**config.mk**
```make
export PLATFORM = sky130hd
export DESIGN_NAME = json_token_scanner_core
export DESIGN_NICKNAME = d
export VERILOG_FILES = /design/src/design/jts_pkg.sv /design/src/design/jts_scan.sv /design/src/design/jts_outq.sv /design/src/design/json_token_scanner_core.sv
export SDC_FILE = /design/constraint.sdc
export NUM_CORES = 1
export LEC_CHECK = 0
export ABC_AREA = 1
export ABC_CLOCK_PERIOD_IN_PS = 7430
export BUFFER_PORTS_ARGS = -buffer_cell sky130_fd_sc_hd__buf_2
export CORE_MARGIN = 10
export CORE_UTILIZATION = 40
export CTS_CLUSTER_SIZE = 40
export DETAILED_ROUTE_END_ITERATION = 12
export GPL_TIMING_DRIVEN = 0
export HOLD_SLACK_MARGIN = 0.15
export SLEW_MARGIN = 20
export SYNTH_ARGS = -nofsm -noshare
export SYNTH_HDL_FRONTEND = slang
export SYNTH_SLANG_ARGS = --single-unit
```
**constraint.sdc**
```tcl
create_clock -name clk -period 7.43 [get_ports clk]
set_clock_uncertainty 0.1 [all_clocks]
set_input_delay 0.743 -clock clk [delete_from_list [all_inputs] [get_ports clk]]
set_output_delay 0.743 -clock clk [all_outputs]
set_load 0.03 [all_outputs]
```
**src/design/jts_pkg.sv**
```systemverilog
`timescale 1ns / 1ps
`default_nettype none
// ----------------------------------------------------------------------------
// jts_pkg
// Shared types, codes and helpers for the JSON token scanner.
// ----------------------------------------------------------------------------
package jts_pkg;

  localparam int LINE_WIDTH   = 20;
  localparam int COLUMN_WIDTH = 16;
  localparam int OFFSET_WIDTH = 32;
  localparam int SPAN_WIDTH   = 16;
  localparam int QDEPTH       = 4;
  localparam int QCNT_WIDTH   = $clog2(QDEPTH + 1);

  localparam logic [2:0] MODE_IDLE    = 3'd0;
  localparam logic [2:0] MODE_STRING  = 3'd1;
  localparam logic [2:0] MODE_NUMBER  = 3'd2;
  localparam logic [2:0] MODE_KEYWORD = 3'd3;
  localparam logic [2:0] MODE_INVALID = 3'd4;

  localparam logic [3:0] KIND_LBRACE  = 4'd0;
  localparam logic [3:0] KIND_RBRACE  = 4'd1;
  localparam logic [3:0] KIND_LBRACK  = 4'd2;
  localparam logic [3:0] KIND_RBRACK  = 4'd3;
  localparam logic [3:0] KIND_COLON   = 4'd4;
  localparam logic [3:0] KIND_COMMA   = 4'd5;
  localparam logic [3:0] KIND_STRING  = 4'd6;
  localparam logic [3:0] KIND_NUMBER  = 4'd7;
  localparam logic [3:0] KIND_BOOLEAN = 4'd8;
  localparam logic [3:0] KIND_NULL    = 4'd9;
  localparam logic [3:0] KIND_ERROR   = 4'd10;
  localparam logic [3:0] KIND_END     = 4'd11;

  localparam logic [2:0] ERR_NONE       = 3'd0;
  localparam logic [2:0] ERR_NL_STRING  = 3'd1;
  localparam logic [2:0] ERR_UNCLOSED   = 3'd2;
  localparam logic [2:0] ERR_TWO_DEC    = 3'd3;
  localparam logic [2:0] ERR_TWO_EXP    = 3'd4;
  localparam logic [2:0] ERR_KEYWORD    = 3'd5;
  localparam logic [2:0] ERR_INVALID    = 3'd6;

  localparam logic [3:0] KW_NONE       = 4'd0;
  localparam logic [3:0] KW_TRUE_BASE  = 4'd1;
  localparam logic [3:0] KW_TRUE_END   = 4'd4;
  localparam logic [3:0] KW_FALSE_BASE = 4'd5;
  localparam logic [3:0] KW_FALSE_END  = 4'd9;
  localparam logic [3:0] KW_NULL_BASE  = 4'd10;
  localparam logic [3:0] KW_NULL_END   = 4'd13;

  typedef struct packed {
    logic       req_type;
    logic [7:0] data_byte;
  } in_t;

  typedef struct packed {
    logic [3:0]  token_kind;
    logic [2:0]  error_kind;
    logic [19:0] token_line;
    logic [15:0] token_column;
    logic [31:0] start_offset;
    logic [15:0] span_length;
    logic        last_of_run;
  } out_t;

  typedef struct packed {
    logic [1:0] count;
    out_t       first;
    out_t       second;
  } pair_t;

  function automatic logic [19:0] clamp_line(input logic [LINE_WIDTH-1:0] v);
    logic [63:0] w;
    w = 64'(v);
    return (w > 64'hFFFFF) ? 20'hFFFFF : w[19:0];
  endfunction

  function automatic logic [15:0] clamp_col(input logic [COLUMN_WIDTH-1:0] v);
    logic [63:0] w;
    w = 64'(v);
    return (w > 64'hFFFF) ? 16'hFFFF : w[15:0];
  endfunction

  function automatic logic [31:0] clamp_off(input logic [OFFSET_WIDTH-1:0] v);
    logic [63:0] w;
    w = 64'(v);
    return (w > 64'hFFFF_FFFF) ? 32'hFFFF_FFFF : w[31:0];
  endfunction

  function automatic out_t make_token(input logic [3:0] kind, input logic [2:0] err,
                                      input logic [LINE_WIDTH-1:0] line,
                                      input logic [COLUMN_WIDTH-1:0] col,
                                      input logic [OFFSET_WIDTH-1:0] off,
                                      input logic [SPAN_WIDTH-1:0] span);
    out_t t;
    t.token_kind   = kind;
    t.error_kind   = err;
    t.token_line   = clamp_line(line);
    t.token_column = clamp_col(col);
    t.start_offset = clamp_off(off);
    t.span_length  = span;
    t.last_of_run  = 1'b0;
    return t;
  endfunction

  function automatic logic [3:0] kw_first(input logic [7:0] c);
    case (c)
      "t":     return KW_TRUE_BASE;
      "f":     return KW_FALSE_BASE;
      "n":     return KW_NULL_BASE;
      default: return KW_NONE;
    endcase
  endfunction

  function automatic logic [7:0] kw_expect(input logic [3:0] m);
    case (m)
      4'd1:    return "r";
      4'd2:    return "u";
      4'd3:    return "e";
      4'd5:    return "a";
      4'd6:    return "l";
      4'd7:    return "s";
      4'd8:    return "e";
      4'd10:   return "u";
      4'd11:   return "l";
      4'd12:   return "l";
      default: return 8'd0;
    endcase
  endfunction

endpackage
`default_nettype wire

```
**src/design/jts_scan.sv**
```systemverilog
`timescale 1ns / 1ps
`default_nettype none
// ----------------------------------------------------------------------------
// jts_scan
// Scanner state and per-byte token decision; gives up to two tokens a beat.
// ----------------------------------------------------------------------------
module jts_scan (
  input  wire logic          clk,
  input  wire logic          rst,
  input  wire logic          go,
  input  wire jts_pkg::in_t  item,
  output jts_pkg::pair_t     pair
);

  logic [2:0]                       mode, mode_next;
  logic [jts_pkg::LINE_WIDTH-1:0]   line_cnt, line_cnt_next;
  logic [jts_pkg::COLUMN_WIDTH-1:0] col_cnt, col_cnt_next;
  logic [jts_pkg::OFFSET_WIDTH-1:0] off_cnt, off_cnt_next;
  logic [jts_pkg::COLUMN_WIDTH-1:0] st_col, st_col_next;
  logic [jts_pkg::OFFSET_WIDTH-1:0] st_off, st_off_next;
  logic [jts_pkg::SPAN_WIDTH-1:0]   span, span_next;
  logic                             dec, dec_next;
  logic                             expo, expo_next;
  logic [3:0]                       kw, kw_next;

  logic [7:0]                       c;
  logic                             eod, is_space, is_digit, is_alpha, is_term, is_numc;
  logic                             is_e, rescan, move, a_hit, b_hit;
  logic [jts_pkg::SPAN_WIDTH-1:0]   span_inc;
  jts_pkg::out_t                    a_tok, b_tok, kw_tok, first_t, second_t;
  logic [3:0]                       punct_kind;
  logic                             punct;

  always_comb begin
    c        = item.data_byte;
    eod      = item.req_type || (c == 8'd0);
    is_space = (c == " ") || (c >= 8'd9 && c <= 8'd13);
    is_digit = c inside {["0":"9"]};
    is_alpha = c inside {["a":"z"], ["A":"Z"]};
    is_term  = is_space || c inside {",", ":", "}", "]"};
    is_e     = c inside {"e", "E"};
    is_numc  = is_digit || c inside {"-", ".", "e", "E"};
    span_inc = (span == '1) ? span : span + 1'b1;
    punct    = 1'b1;
    case (c)
      "{":     punct_kind = jts_pkg::KIND_LBRACE;
      "}":     punct_kind = jts_pkg::KIND_RBRACE;
      "[":     punct_kind = jts_pkg::KIND_LBRACK;
      "]":     punct_kind = jts_pkg::KIND_RBRACK;
      ":":     punct_kind = jts_pkg::KIND_COLON;
      ",":     punct_kind = jts_pkg::KIND_COMMA;
      default: begin
        punct_kind = jts_pkg::KIND_END;
        punct      = 1'b0;
      end
    endcase

    if (kw == jts_pkg::KW_TRUE_END || kw == jts_pkg::KW_FALSE_END) begin
      kw_tok = jts_pkg::make_token(jts_pkg::KIND_BOOLEAN, jts_pkg::ERR_NONE,
                                   line_cnt, st_col, st_off, span);
    end else if (kw == jts_pkg::KW_NULL_END) begin
      kw_tok = jts_pkg::make_token(jts_pkg::KIND_NULL, jts_pkg::ERR_NONE,
                                   line_cnt, st_col, st_off, span);
    end else begin
      kw_tok = jts_pkg::make_token(jts_pkg::KIND_ERROR, jts_pkg::ERR_KEYWORD,
                                   line_cnt, st_col, st_off, span);
    end

    mode_next     = mode;
    line_cnt_next = line_cnt;
    col_cnt_next  = col_cnt;
    off_cnt_next  = off_cnt;
    st_col_next   = st_col;
    st_off_next   = st_off;
    span_next     = span;
    dec_next      = dec;
    expo_next     = expo;
    kw_next       = kw;
    rescan        = 1'b0;
    move          = 1'b0;
    a_hit         = 1'b0;
    b_hit         = 1'b0;
    a_tok         = jts_pkg::make_token(jts_pkg::KIND_ERROR, jts_pkg::ERR_NONE,
                                        line_cnt, st_col, st_off, span);
    b_tok         = jts_pkg::make_token(punct_kind, jts_pkg::ERR_NONE,
                                        line_cnt, col_cnt, off_cnt,
                                        jts_pkg::SPAN_WIDTH'(1));

    if (eod) begin
      a_hit = (mode != jts_pkg::MODE_IDLE);
      case (mode)
        jts_pkg::MODE_STRING:  a_tok.error_kind = jts_pkg::ERR_UNCLOSED;
        jts_pkg::MODE_NUMBER:  a_tok.token_kind = jts_pkg::KIND_NUMBER;
        jts_pkg::MODE_KEYWORD: a_tok = kw_tok;
        default:               a_tok.error_kind = jts_pkg::ERR_INVALID;
      endcase
      b_hit         = 1'b1;
      b_tok         = jts_pkg::make_token(jts_pkg::KIND_END, jts_pkg::ERR_NONE,
                                          line_cnt, col_cnt, off_cnt, '0);
      mode_next     = jts_pkg::MODE_IDLE;
      line_cnt_next = jts_pkg::LINE_WIDTH'(1);
      col_cnt_next  = jts_pkg::COLUMN_WIDTH'(1);
      off_cnt_next  = '0;
      st_col_next   = '0;
      st_off_next   = '0;
      span_next     = '0;
      dec_next      = 1'b0;
      expo_next     = 1'b0;
      kw_next       = jts_pkg::KW_NONE;
    end else begin
      case (mode)
        jts_pkg::MODE_STRING: begin
          if (c == "\"") begin
            a_hit     = 1'b1;
            a_tok     = jts_pkg::make_token(jts_pkg::KIND_STRING, jts_pkg::ERR_NONE,
                                            line_cnt, st_col, st_off, span_inc);
            span_next = span_inc;
            mode_next = jts_pkg::MODE_IDLE;
            move      = 1'b1;
          end else if (c == 8'd10) begin
            a_hit            = 1'b1;
            a_tok.error_kind = jts_pkg::ERR_NL_STRING;
            rescan           = 1'b1;
          end else begin
            span_next = span_inc;
            move      = 1'b1;
          end
        end
        jts_pkg::MODE_NUMBER: begin
          if (is_numc) begin
            if (c == "." && dec) begin
              a_hit            = 1'b1;
              a_tok.error_kind = jts_pkg::ERR_TWO_DEC;
              rescan           = 1'b1;
            end else if (is_e && expo) begin
              a_hit            = 1'b1;
              a_tok.error_kind = jts_pkg::ERR_TWO_EXP;
              rescan           = 1'b1;
            end else begin
              dec_next  = dec || (c == ".");
              expo_next = expo || is_e;
              span_next = span_inc;
              move      = 1'b1;
            end
          end else begin
            a_hit            = 1'b1;
            a_tok.token_kind = jts_pkg::KIND_NUMBER;
            rescan           = 1'b1;
          end
        end
        jts_pkg::MODE_KEYWORD: begin
          if (is_alpha) begin
            kw_next   = (jts_pkg::kw_expect(kw) != 8'd0 && c == jts_pkg::kw_expect(kw)) ?
                        kw + 4'd1 : jts_pkg::KW_NONE;
            span_next = span_inc;
            move      = 1'b1;
          end else begin
            a_hit  = 1'b1;
            a_tok  = kw_tok;
            rescan = 1'b1;
          end
        end
        jts_pkg::MODE_INVALID: begin
          if (is_term) begin
            a_hit            = 1'b1;
            a_tok.error_kind = jts_pkg::ERR_INVALID;
            rescan           = 1'b1;
          end else begin
            span_next = span_inc;
            move      = 1'b1;
          end
        end
        default: rescan = 1'b1;
      endcase

      if (rescan) begin
        mode_next = jts_pkg::MODE_IDLE;
        move      = 1'b1;
        if (punct) begin
          b_hit = 1'b1;
        end else if (!is_space) begin
          st_col_next = col_cnt;
          st_off_next = off_cnt;
          span_next   = jts_pkg::SPAN_WIDTH'(1);
          dec_next    = 1'b0;
          expo_next   = 1'b0;
          if (c == "\"") begin
            mode_next = jts_pkg::MODE_STRING;
          end else if (is_digit || c == "-") begin
            mode_next = jts_pkg::MODE_NUMBER;
          end else if (is_alpha) begin
            mode_next = jts_pkg::MODE_KEYWORD;
            kw_next   = jts_pkg::kw_first(c);
          end else begin
            mode_next = jts_pkg::MODE_INVALID;
          end
        end
      end

      if (move) begin
        if (c == 8'd10) begin
          line_cnt_next = (line_cnt == '1) ? line_cnt : line_cnt + 1'b1;
          col_cnt_next  = jts_pkg::COLUMN_WIDTH'(1);
        end else begin
          col_cnt_next  = (col_cnt == '1) ? col_cnt : col_cnt + 1'b1;
        end
        off_cnt_next = (off_cnt == '1) ? off_cnt : off_cnt + 1'b1;
      end
    end

    first_t  = a_hit ? a_tok : b_tok;
    second_t = b_tok;
    if (a_hit && b_hit) begin
      second_t.last_of_run = 1'b1;
    end else begin
      first_t.last_of_run = 1'b1;
    end
    pair.count  = go ? 2'({1'b0, a_hit} + {1'b0, b_hit}) : 2'd0;
    pair.first  = first_t;
    pair.second = second_t;
  end

  always_ff @(posedge clk) begin
    if (rst) begin
      mode     <= jts_pkg::MODE_IDLE;
      line_cnt <= jts_pkg::LINE_WIDTH'(1);
      col_cnt  <= jts_pkg::COLUMN_WIDTH'(1);
      off_cnt  <= '0;
      st_col   <= '0;
      st_off   <= '0;
      span     <= '0;
      dec      <= 1'b0;
      expo     <= 1'b0;
      kw       <= jts_pkg::KW_NONE;
    end else if (go) begin
      mode     <= mode_next;
      line_cnt <= line_cnt_next;
      col_cnt  <= col_cnt_next;
      off_cnt  <= off_cnt_next;
      st_col   <= st_col_next;
      st_off   <= st_off_next;
      span     <= span_next;
      dec      <= dec_next;
      expo     <= expo_next;
      kw       <= kw_next;
    end
  end

endmodule
`default_nettype wire

```
**src/design/jts_outq.sv**
```systemverilog
`timescale 1ns / 1ps
`default_nettype none
// ----------------------------------------------------------------------------
// jts_outq
// Shifting token queue; takes up to two tokens a beat, presents the head.
// ----------------------------------------------------------------------------
module jts_outq (
  input  wire logic           clk,
  input  wire logic           rst,
  input  wire jts_pkg::pair_t pair,
  input  wire logic           tok_stall,
  output logic                room,
  output logic                tok_valid,
  output jts_pkg::out_t       tok
);

  logic [jts_pkg::QCNT_WIDTH-1:0] count, count_next, base;
  jts_pkg::out_t                  q [jts_pkg::QDEPTH];
  jts_pkg::out_t                  q_next [jts_pkg::QDEPTH];
  logic                           pop;

  always_comb begin
    pop        = (count != '0) && !tok_stall;
    base       = count - jts_pkg::QCNT_WIDTH'(pop);
    count_next = base + jts_pkg::QCNT_WIDTH'(pair.count);
    for (int i = 0; i < jts_pkg::QDEPTH; i++) begin
      if (pop && i < jts_pkg::QDEPTH - 1) begin
        q_next[i] = q[(i + 1) % jts_pkg::QDEPTH];
      end else begin
        q_next[i] = q[i];
      end
      if (pair.count != 2'd0 && base == jts_pkg::QCNT_WIDTH'(i)) begin
        q_next[i] = pair.first;
      end
      if (pair.count == 2'd2 && base + 1'b1 == jts_pkg::QCNT_WIDTH'(i)) begin
        q_next[i] = pair.second;
      end
    end
  end

  always_ff @(posedge clk) begin
    if (rst) begin
      count <= '0;
    end else begin
      count <= count_next;
    end
  end

  always_ff @(posedge clk) begin
    for (int i = 0; i < jts_pkg::QDEPTH; i++) begin
      q[i] <= q_next[i];
    end
  end

  assign room      = count <= jts_pkg::QCNT_WIDTH'(jts_pkg::QDEPTH - 2);
  assign tok_valid = count != '0;
  assign tok       = q[0];

endmodule
`default_nettype wire

```
**src/design/json_token_scanner_core.sv**
```systemverilog
`timescale 1ns / 1ps
`default_nettype none
// ----------------------------------------------------------------------------
// json_token_scanner_core
// Byte-at-a-time JSON tokenizer with line, column, offset and span tracking.
// ----------------------------------------------------------------------------
// Usage:
//   req channel (req_valid / req_stall / req): one beat per document byte, or
//   an end-of-document beat (req_type high, or a zero byte).
//   tok channel (tok_valid / tok_stall / tok): one beat per token; each
//   request gives zero, one or two tokens, last_of_run marking the final one.
//   Throughput: one request per cycle while the receiver keeps up and the
//   queue has room; the output side moves one token per cycle while
//   tok_stall is low, so requests that give two tokens fill the queue.
//   Path: a taken request waits in the input register, then is scanned
//   into the four-entry token queue, whose head drives the tok channel.
//   The scanner advances only when the queue has room for two tokens; when
//   it has not, the input register holds and req_stall rises.
//   A stalled token stays at the queue head unchanged.
//   Reset empties the queue and input register and returns the scanner to
//   line 1, column 1, offset 0, between tokens. An end-of-document beat does
//   the same to the scanner after its tokens.
// ----------------------------------------------------------------------------
module json_token_scanner_core (
  input  wire logic          clk,
  input  wire logic          rst,
  input  wire logic          req_valid,
  output logic               req_stall,
  input  wire jts_pkg::in_t  req,
  output logic               tok_valid,
  input  wire logic          tok_stall,
  output jts_pkg::out_t      tok
);

  jts_pkg::in_t   in_q;
  logic           in_full;
  logic           room;
  logic           go;
  jts_pkg::pair_t pair;

  assign go        = in_full && room;
  assign req_stall = in_full && !room;

  always_ff @(posedge clk) begin
    if (rst) begin
      in_full <= 1'b0;
    end else if (req_valid && !req_stall) begin
      in_full <= 1'b1;
    end else if (go) begin
      in_full <= 1'b0;
    end
  end

  always_ff @(posedge clk) begin
    if (req_valid && !req_stall) begin
      in_q <= req;
    end
  end

  jts_scan u_scan (
    .clk  (clk),
    .rst  (rst),
    .go   (go),
    .item (in_q),
    .pair (pair)
  );

  jts_outq u_outq (
    .clk       (clk),
    .rst       (rst),
    .pair      (pair),
    .tok_stall (tok_stall),
    .room      (room),
    .tok_valid (tok_valid),
    .tok       (tok)
  );

endmodule
`default_nettype wire

```
# After elaboration in Yosys (flattened, before gate mapping)
# Memories as Yosys holds them, arrays and structs flattened. A register that Yosys moved wholly into a read port is not among the register bits.
# Index checks and enable logic that the tools add are counted.
# totals
register_bits,154
mem_bits_rw,368
mem_bits_ro,224
in_bits,13
output_inout_bits,94
elab_cells,271
memories,3
# memory_table
memory,words,width,read_ports,rd_ports_with_merged_regs,write_ports,line_no,rtl
u_outq.q,4,92,4,0,4,jts_outq.sv:18,jts_pkg::out_t q [jts_pkg::QDEPTH];
(name not given),16,7,1,1,0,jts_pkg.sv:116,case (m)
(name not given),16,7,1,1,0,jts_pkg.sv:116,
# classes
add_sub_neg,9
n_lt_le_gt_ge,9
n_eq_ne,40
muxes,142
n_reduce_logical,54
# ops
op,n
2-to-1 mux 92 bit,14
2-to-1 mux 16 bit,20
2-to-1 mux 90 bit,3
2-to-1 mux 32 bit,7
case mux 85 bit (2 select lines),1
2-to-1 mux 85 bit,1
2-to-1 mux 20 bit,4
== test 8 x 7 -> 1 bit (second input constant),9
2-to-1 mux 4 bit,16
case mux 16 bit (4 select lines),1
== test 8 x 6 -> 1 bit (second input constant),6
2-to-1 mux 8 bit,6
2-to-1 mux 1 bit,44
2-to-1 mux 3 bit,14
adder 16 x 1 -> 16 bit (second input constant),2
adder 32 x 1 -> 32 bit (second input constant),1
== test 16 bit (second input constant),2
== test 32 bit (second input constant),1
case mux 4 bit (3 select lines),2
case mux 4 bit (6 select lines),1
adder 20 x 1 -> 20 bit (second input constant),1
== test 20 bit (second input constant),1
logical AND 1 bit,20
== test 3 x 2 -> 1 bit (second input constant),6
38 further kinds,71

# Logic depth before layout (Yosys ltp)
# logic_depth
depth_word,20
depth_mapped,26
ltp_nobuf,24

# Modules after synthesis
# Synthesis repeated with hierarchy kept, for this count alone.
# unflattened
hier_cells,4056
area_unflattened_um2,30088.9
# by_module_without_submodules
module,instances,cells_each,area_per_inst_um2,seq_area_each_um2
jts_outq,1,2525,20266.9,11110.7
jts_scan,1,1513,9495.4,2942.8
json_token_scanner_core,1,18,326.6,290.3

# Worst setup path after synthesis
# OpenSTA, ideal clock, no wires.
# synth_timing
path_type,register -> register
start,reg in_q[3] (netlist name)
end,"mem u_outq.q[3][0] (netlist name), enable pin"
setup_ns,0.468
arrival_time_ns,4.710
t_required_ns,6.862
slack_ns,2.152
path_stages_with_launch,18
path_buffers,3
period_less_slack_ns,5.278
cell_sequence,edfxtp_1 buf_2 nor2_1 nand3_1 nor2_1 nor2_1 nand2_2 nand3_2 nand3_4 clkbuf_1 o21ai_0 ha_1 nor2_1 nand2_1 nor2_1 inv_2 nand2_1 clkbuf_1
# synth_lines
item,line_no
"end, declared",jts_outq.sv:18

==> results.py <==
metrics = {
    "detailed_routing": {
        "drc": 0,
        "vias": 21430,
        "drt_iter0_markers": 1661,
        "avgViaCountPerCell": 5.405,
        "wl_per_cell_um": 18.45,
        "routed_wl_um": 73150,
        "final_antenna_net_count": 0,
        "dr.pass1.iters": 5,
    },
    "sta": {
        "finalSetupTns_ps": 0,
        "layout_min_cycle_time_ps": 5841,
        "hold_viol": 0,
        "slew_headroom": 0.2580,
        "final.setup.worst_slack_ps": 1589,
        "fin_crit_sh": 0.7862,
        "drv_slew": 0,
        "tightestPinTransition_ps": 1113,
        "setup_viol": 0,
        "fmax_ghz": 0.1712,
        "rsz0062_at_grt": "false",
    },
    "synth": {
        "synth_ff_type": "edfxtp_1",
        "syn_nets": 2938,
        "yosysUniqueCellTypes": 51,
        "syn-cell-area_mm2": 0.02501,
        "ys_ff_latch": 528,
        "ys_seq_area_frac": 0.5447,
        "synth_area_leader_cell": "edfxtp_1",
        "synth_edf_count": 305,
        "synth_area_per_cell_um2": 8.601,
        "synthTopCellsByArea": "edfxtp_1 37%, dfxtp_1 18%, nand2_1 11%",
        "yosysTopAreaCellShare": 0.3662,
        "async_flop_share": 0,
        "yosysWarnings": 0,
        "synthCells": 2908,
    },
    "critical_path": {
        "reg2reg_slack_ps": 1590,
        "cp_data_required_time_ps": 7660,
        "rr_worst_depth": 20,
        "critPathKind": "reg -> reg",
        "arrival_ps": 6080,
        "critPathLaunch": "in_q[3]$_DFFE_PP_",
        "endpoint_kind": "flip-flop",
        "critical_path.endpoint": "u_outq.q[0][88]$_DFFE_PP_",
        "startpoint_type": "flip-flop",
        "r2r-end": "u_outq.q[0][88]$_DFFE_PP_",
        "path_max_fanout": 10,
        "regToRegStartpoint": "in_q[3]$_DFFE_PP_",
    },
    "global_routing": {
        "overflow": 0,
        "antenna_found_initial": 1,
        "track_usage": 0.1932,
        "grt_pass1_vias": 20550,
        "grt_pass1_wl_um": 115500,
        "grt_max_degree": 50,
    },
    "finish": {
        "antenna_cells": 0,
        "fin_nets": 3107,
        "final_cell_mix": "701 x nand2_1, 326 x o21ai_0, 305 x edfxtp_1, 223 x dfxtp_1, 205 x nor2_1",
        "fillCellCount": 5989,
        "fin_util": 0.4623,
        "seq_area_mm2": 0.01362,
        "multi_input_area_mm2": 0.009911,
        "fin_area_mm2": 0.02858,
        "drive_gt1_frac": 0.08539,
        "mostFrequentLayoutCell": "nand2_1",
        "fin_cells": 3964,
        "synthToLayoutAreaGrowth_pct": 14.28,
    },
    "place": {
        "port-buffer-count": 105,
        "place_area_mm2": 0.02672,
        "gp_congestion": 0.9078,
        "place_inst": 3854,
        "place_hpwl_um": 53600,
        "dp_slack_ps": 1595,
    },
    "clocking": {
        "path_clk_slew_ps": 60,
        "h-tree-depth": 2,
        "cts_setup_buffers": 0,
        "root_buffer": "clkbuf_16",
        "cts.sinks": 528,
        "numCtsBuffers": 58,
        "clock_latency_ps": 620,
        "ctsResizeCount": 0,
        "cts_buffer_depth": 3,
        "cts_tree": "yes",
        "cts_hold_buf": 0,
    },
    "die": {
        "placementRows": 91,
        "core_mm2": 0.06183,
        "die_w_um": 270.1,
        "dieArea_mm2": 0.07293,
        "ios": 107,
        "initial_core_util": 0.4045,
        "dieHeight_um": 270.1,
    },
    "run": {
        "maxCapViolations": 0,
    },
    "pwr": {
        "p_leak_nw": 10.51,
        "ir_drop_mv": 0.1901,
        "p_per_area_mw_per_mm2": 380.2,
    },
    "status": {
        "status": "finished, final reports clean",
    },
    "worst_hold_path": {
        "min-delay-path-class": "in -> reg",
    },
}
-- sequential cells by signal (all words and copies together), names as in the netlist, named ones only --
name,cells
in_full,1
u_scan.st_col,16
u_scan.off_cnt,32
in_q,9
u_scan.mode,3
u_scan.dec,1
u_scan.line_cnt,20
u_outq.q,368
u_scan.st_off,32
u_scan.col_cnt,16
u_scan.expo,1
u_outq.count,3
u_scan.span,16
u_scan.kw,4
-- Yosys cell counts (6+ instances only) --
cell and n:
nand3_1 96, nand4_1 34, clkbuf_1 112, a22oi_1 24, edfxtp_1 305, nor2_1 205
buf_2 30, a21oi_1 127, xor2_1 17, clkinv_1 9, ha_1 16, dfxtp_1 223
inv_1 196, a31oi_1 33, inv_2 13, nand2_1 702, o211ai_1 22, o21ai_0 326
o21ai_1 72, o22ai_1 61, a211oi_1 9, buf_1 9, o21bai_1 146, nor3_1 60
o21a_1 6
-- where the power goes --
part / switching (mW) / total [mW] / internal (mW)
registers: 0.251 / 4.41 / 4.16
logic: 2.61 / 3.61 / 1.00
clock network: 1.21 / 2.85 / 1.64
-- stage by stage --
step,power [mW],hold slack (ps)
4_1_cts,10.92,177.4
2_1_floorplan,6.863,323.1
3_5_place_dp,8.072,345.2
3_3_place_gp,7.975,341.6
5_1_grt,11.46,183.8
6_report,10.87,203.8
-- how the worst min path moves through the flow --
| stage | startpoint | to | slack (ps) | cells after the start |
|---|---|---|---|---|
| global placement | u_outq.q[2][5]$_SDFFE_PP0P_ | u_outq.q[2][5]$_SDFFE_PP0P_ | 340 | 2 |
| floorplan | u_outq.q[3][87]$_SDFFE_PP0N_ | u_outq.q[3][87]$_SDFFE_PP0N_ | 320 | 2 |
| detailed placement | u_outq.q[2][5]$_SDFFE_PP0P_ | u_outq.q[2][5]$_SDFFE_PP0P_ | 350 | 2 |
| CTS | req[3] | in_q[3]$_DFFE_PP_ | 180 | 1 |
| global route | req[3] | in_q[3]$_DFFE_PP_ | 180 | 1 |
| finish | req[3] | in_q[3]$_DFFE_PP_ | 200 | 1 |
-- layer usage --
layer  up-vias  GRT usage  share of wire
li1      10410          -              -
met1     10230     0.2525           0.44
met2       668     0.3216           0.46
met3       121    0.03434          0.067
met4         0    0.05781          0.027
met5         -          0              0
-- critical path: stages (launching register included) --
cell and delay (ps):
edfxtp_1 310, buf_2 200, nor2_1 90, nand2_1 130, nor2_1 60, nor2_1 170
buf_2 390, buf_1 680, o21ai_0 250, ha_1 320, nand2_1 130, nor2_1 50
nand2_1 120, inv_1 50, nand2_1 350, inv_1 240, nor2_1 740, buf_2 430
buf_2 360, a22oi_1 100, o21ai_0 270
-- logic make-up (layout without fill, tap and decap cells) --
kind of cell,after synthesis,count (layout),synth area share
and+or+nand+nor,1127,1127,0.1848
AOI/OAI and AO/OA,841,841,0.1958
DFF,528,528,0.5447
buffers and inverters,377,596,0.05953
xor gates and xnor gates,18,18,0.006303
adders and majority gates,17,17,0.008804
-- final cells by class --
cell class                 count  share of cell area
sequential                   528              0.4766
multi-input combinational   2003              0.3467
clock buffer                  81             0.05594
tap                          837             0.03664
inverter                     219             0.02894
buffer                       158             0.02359
timing repair buffer         109             0.02224
clock inverter                29            0.009280
Note: power is estimated with default switching activity, not from simulation.
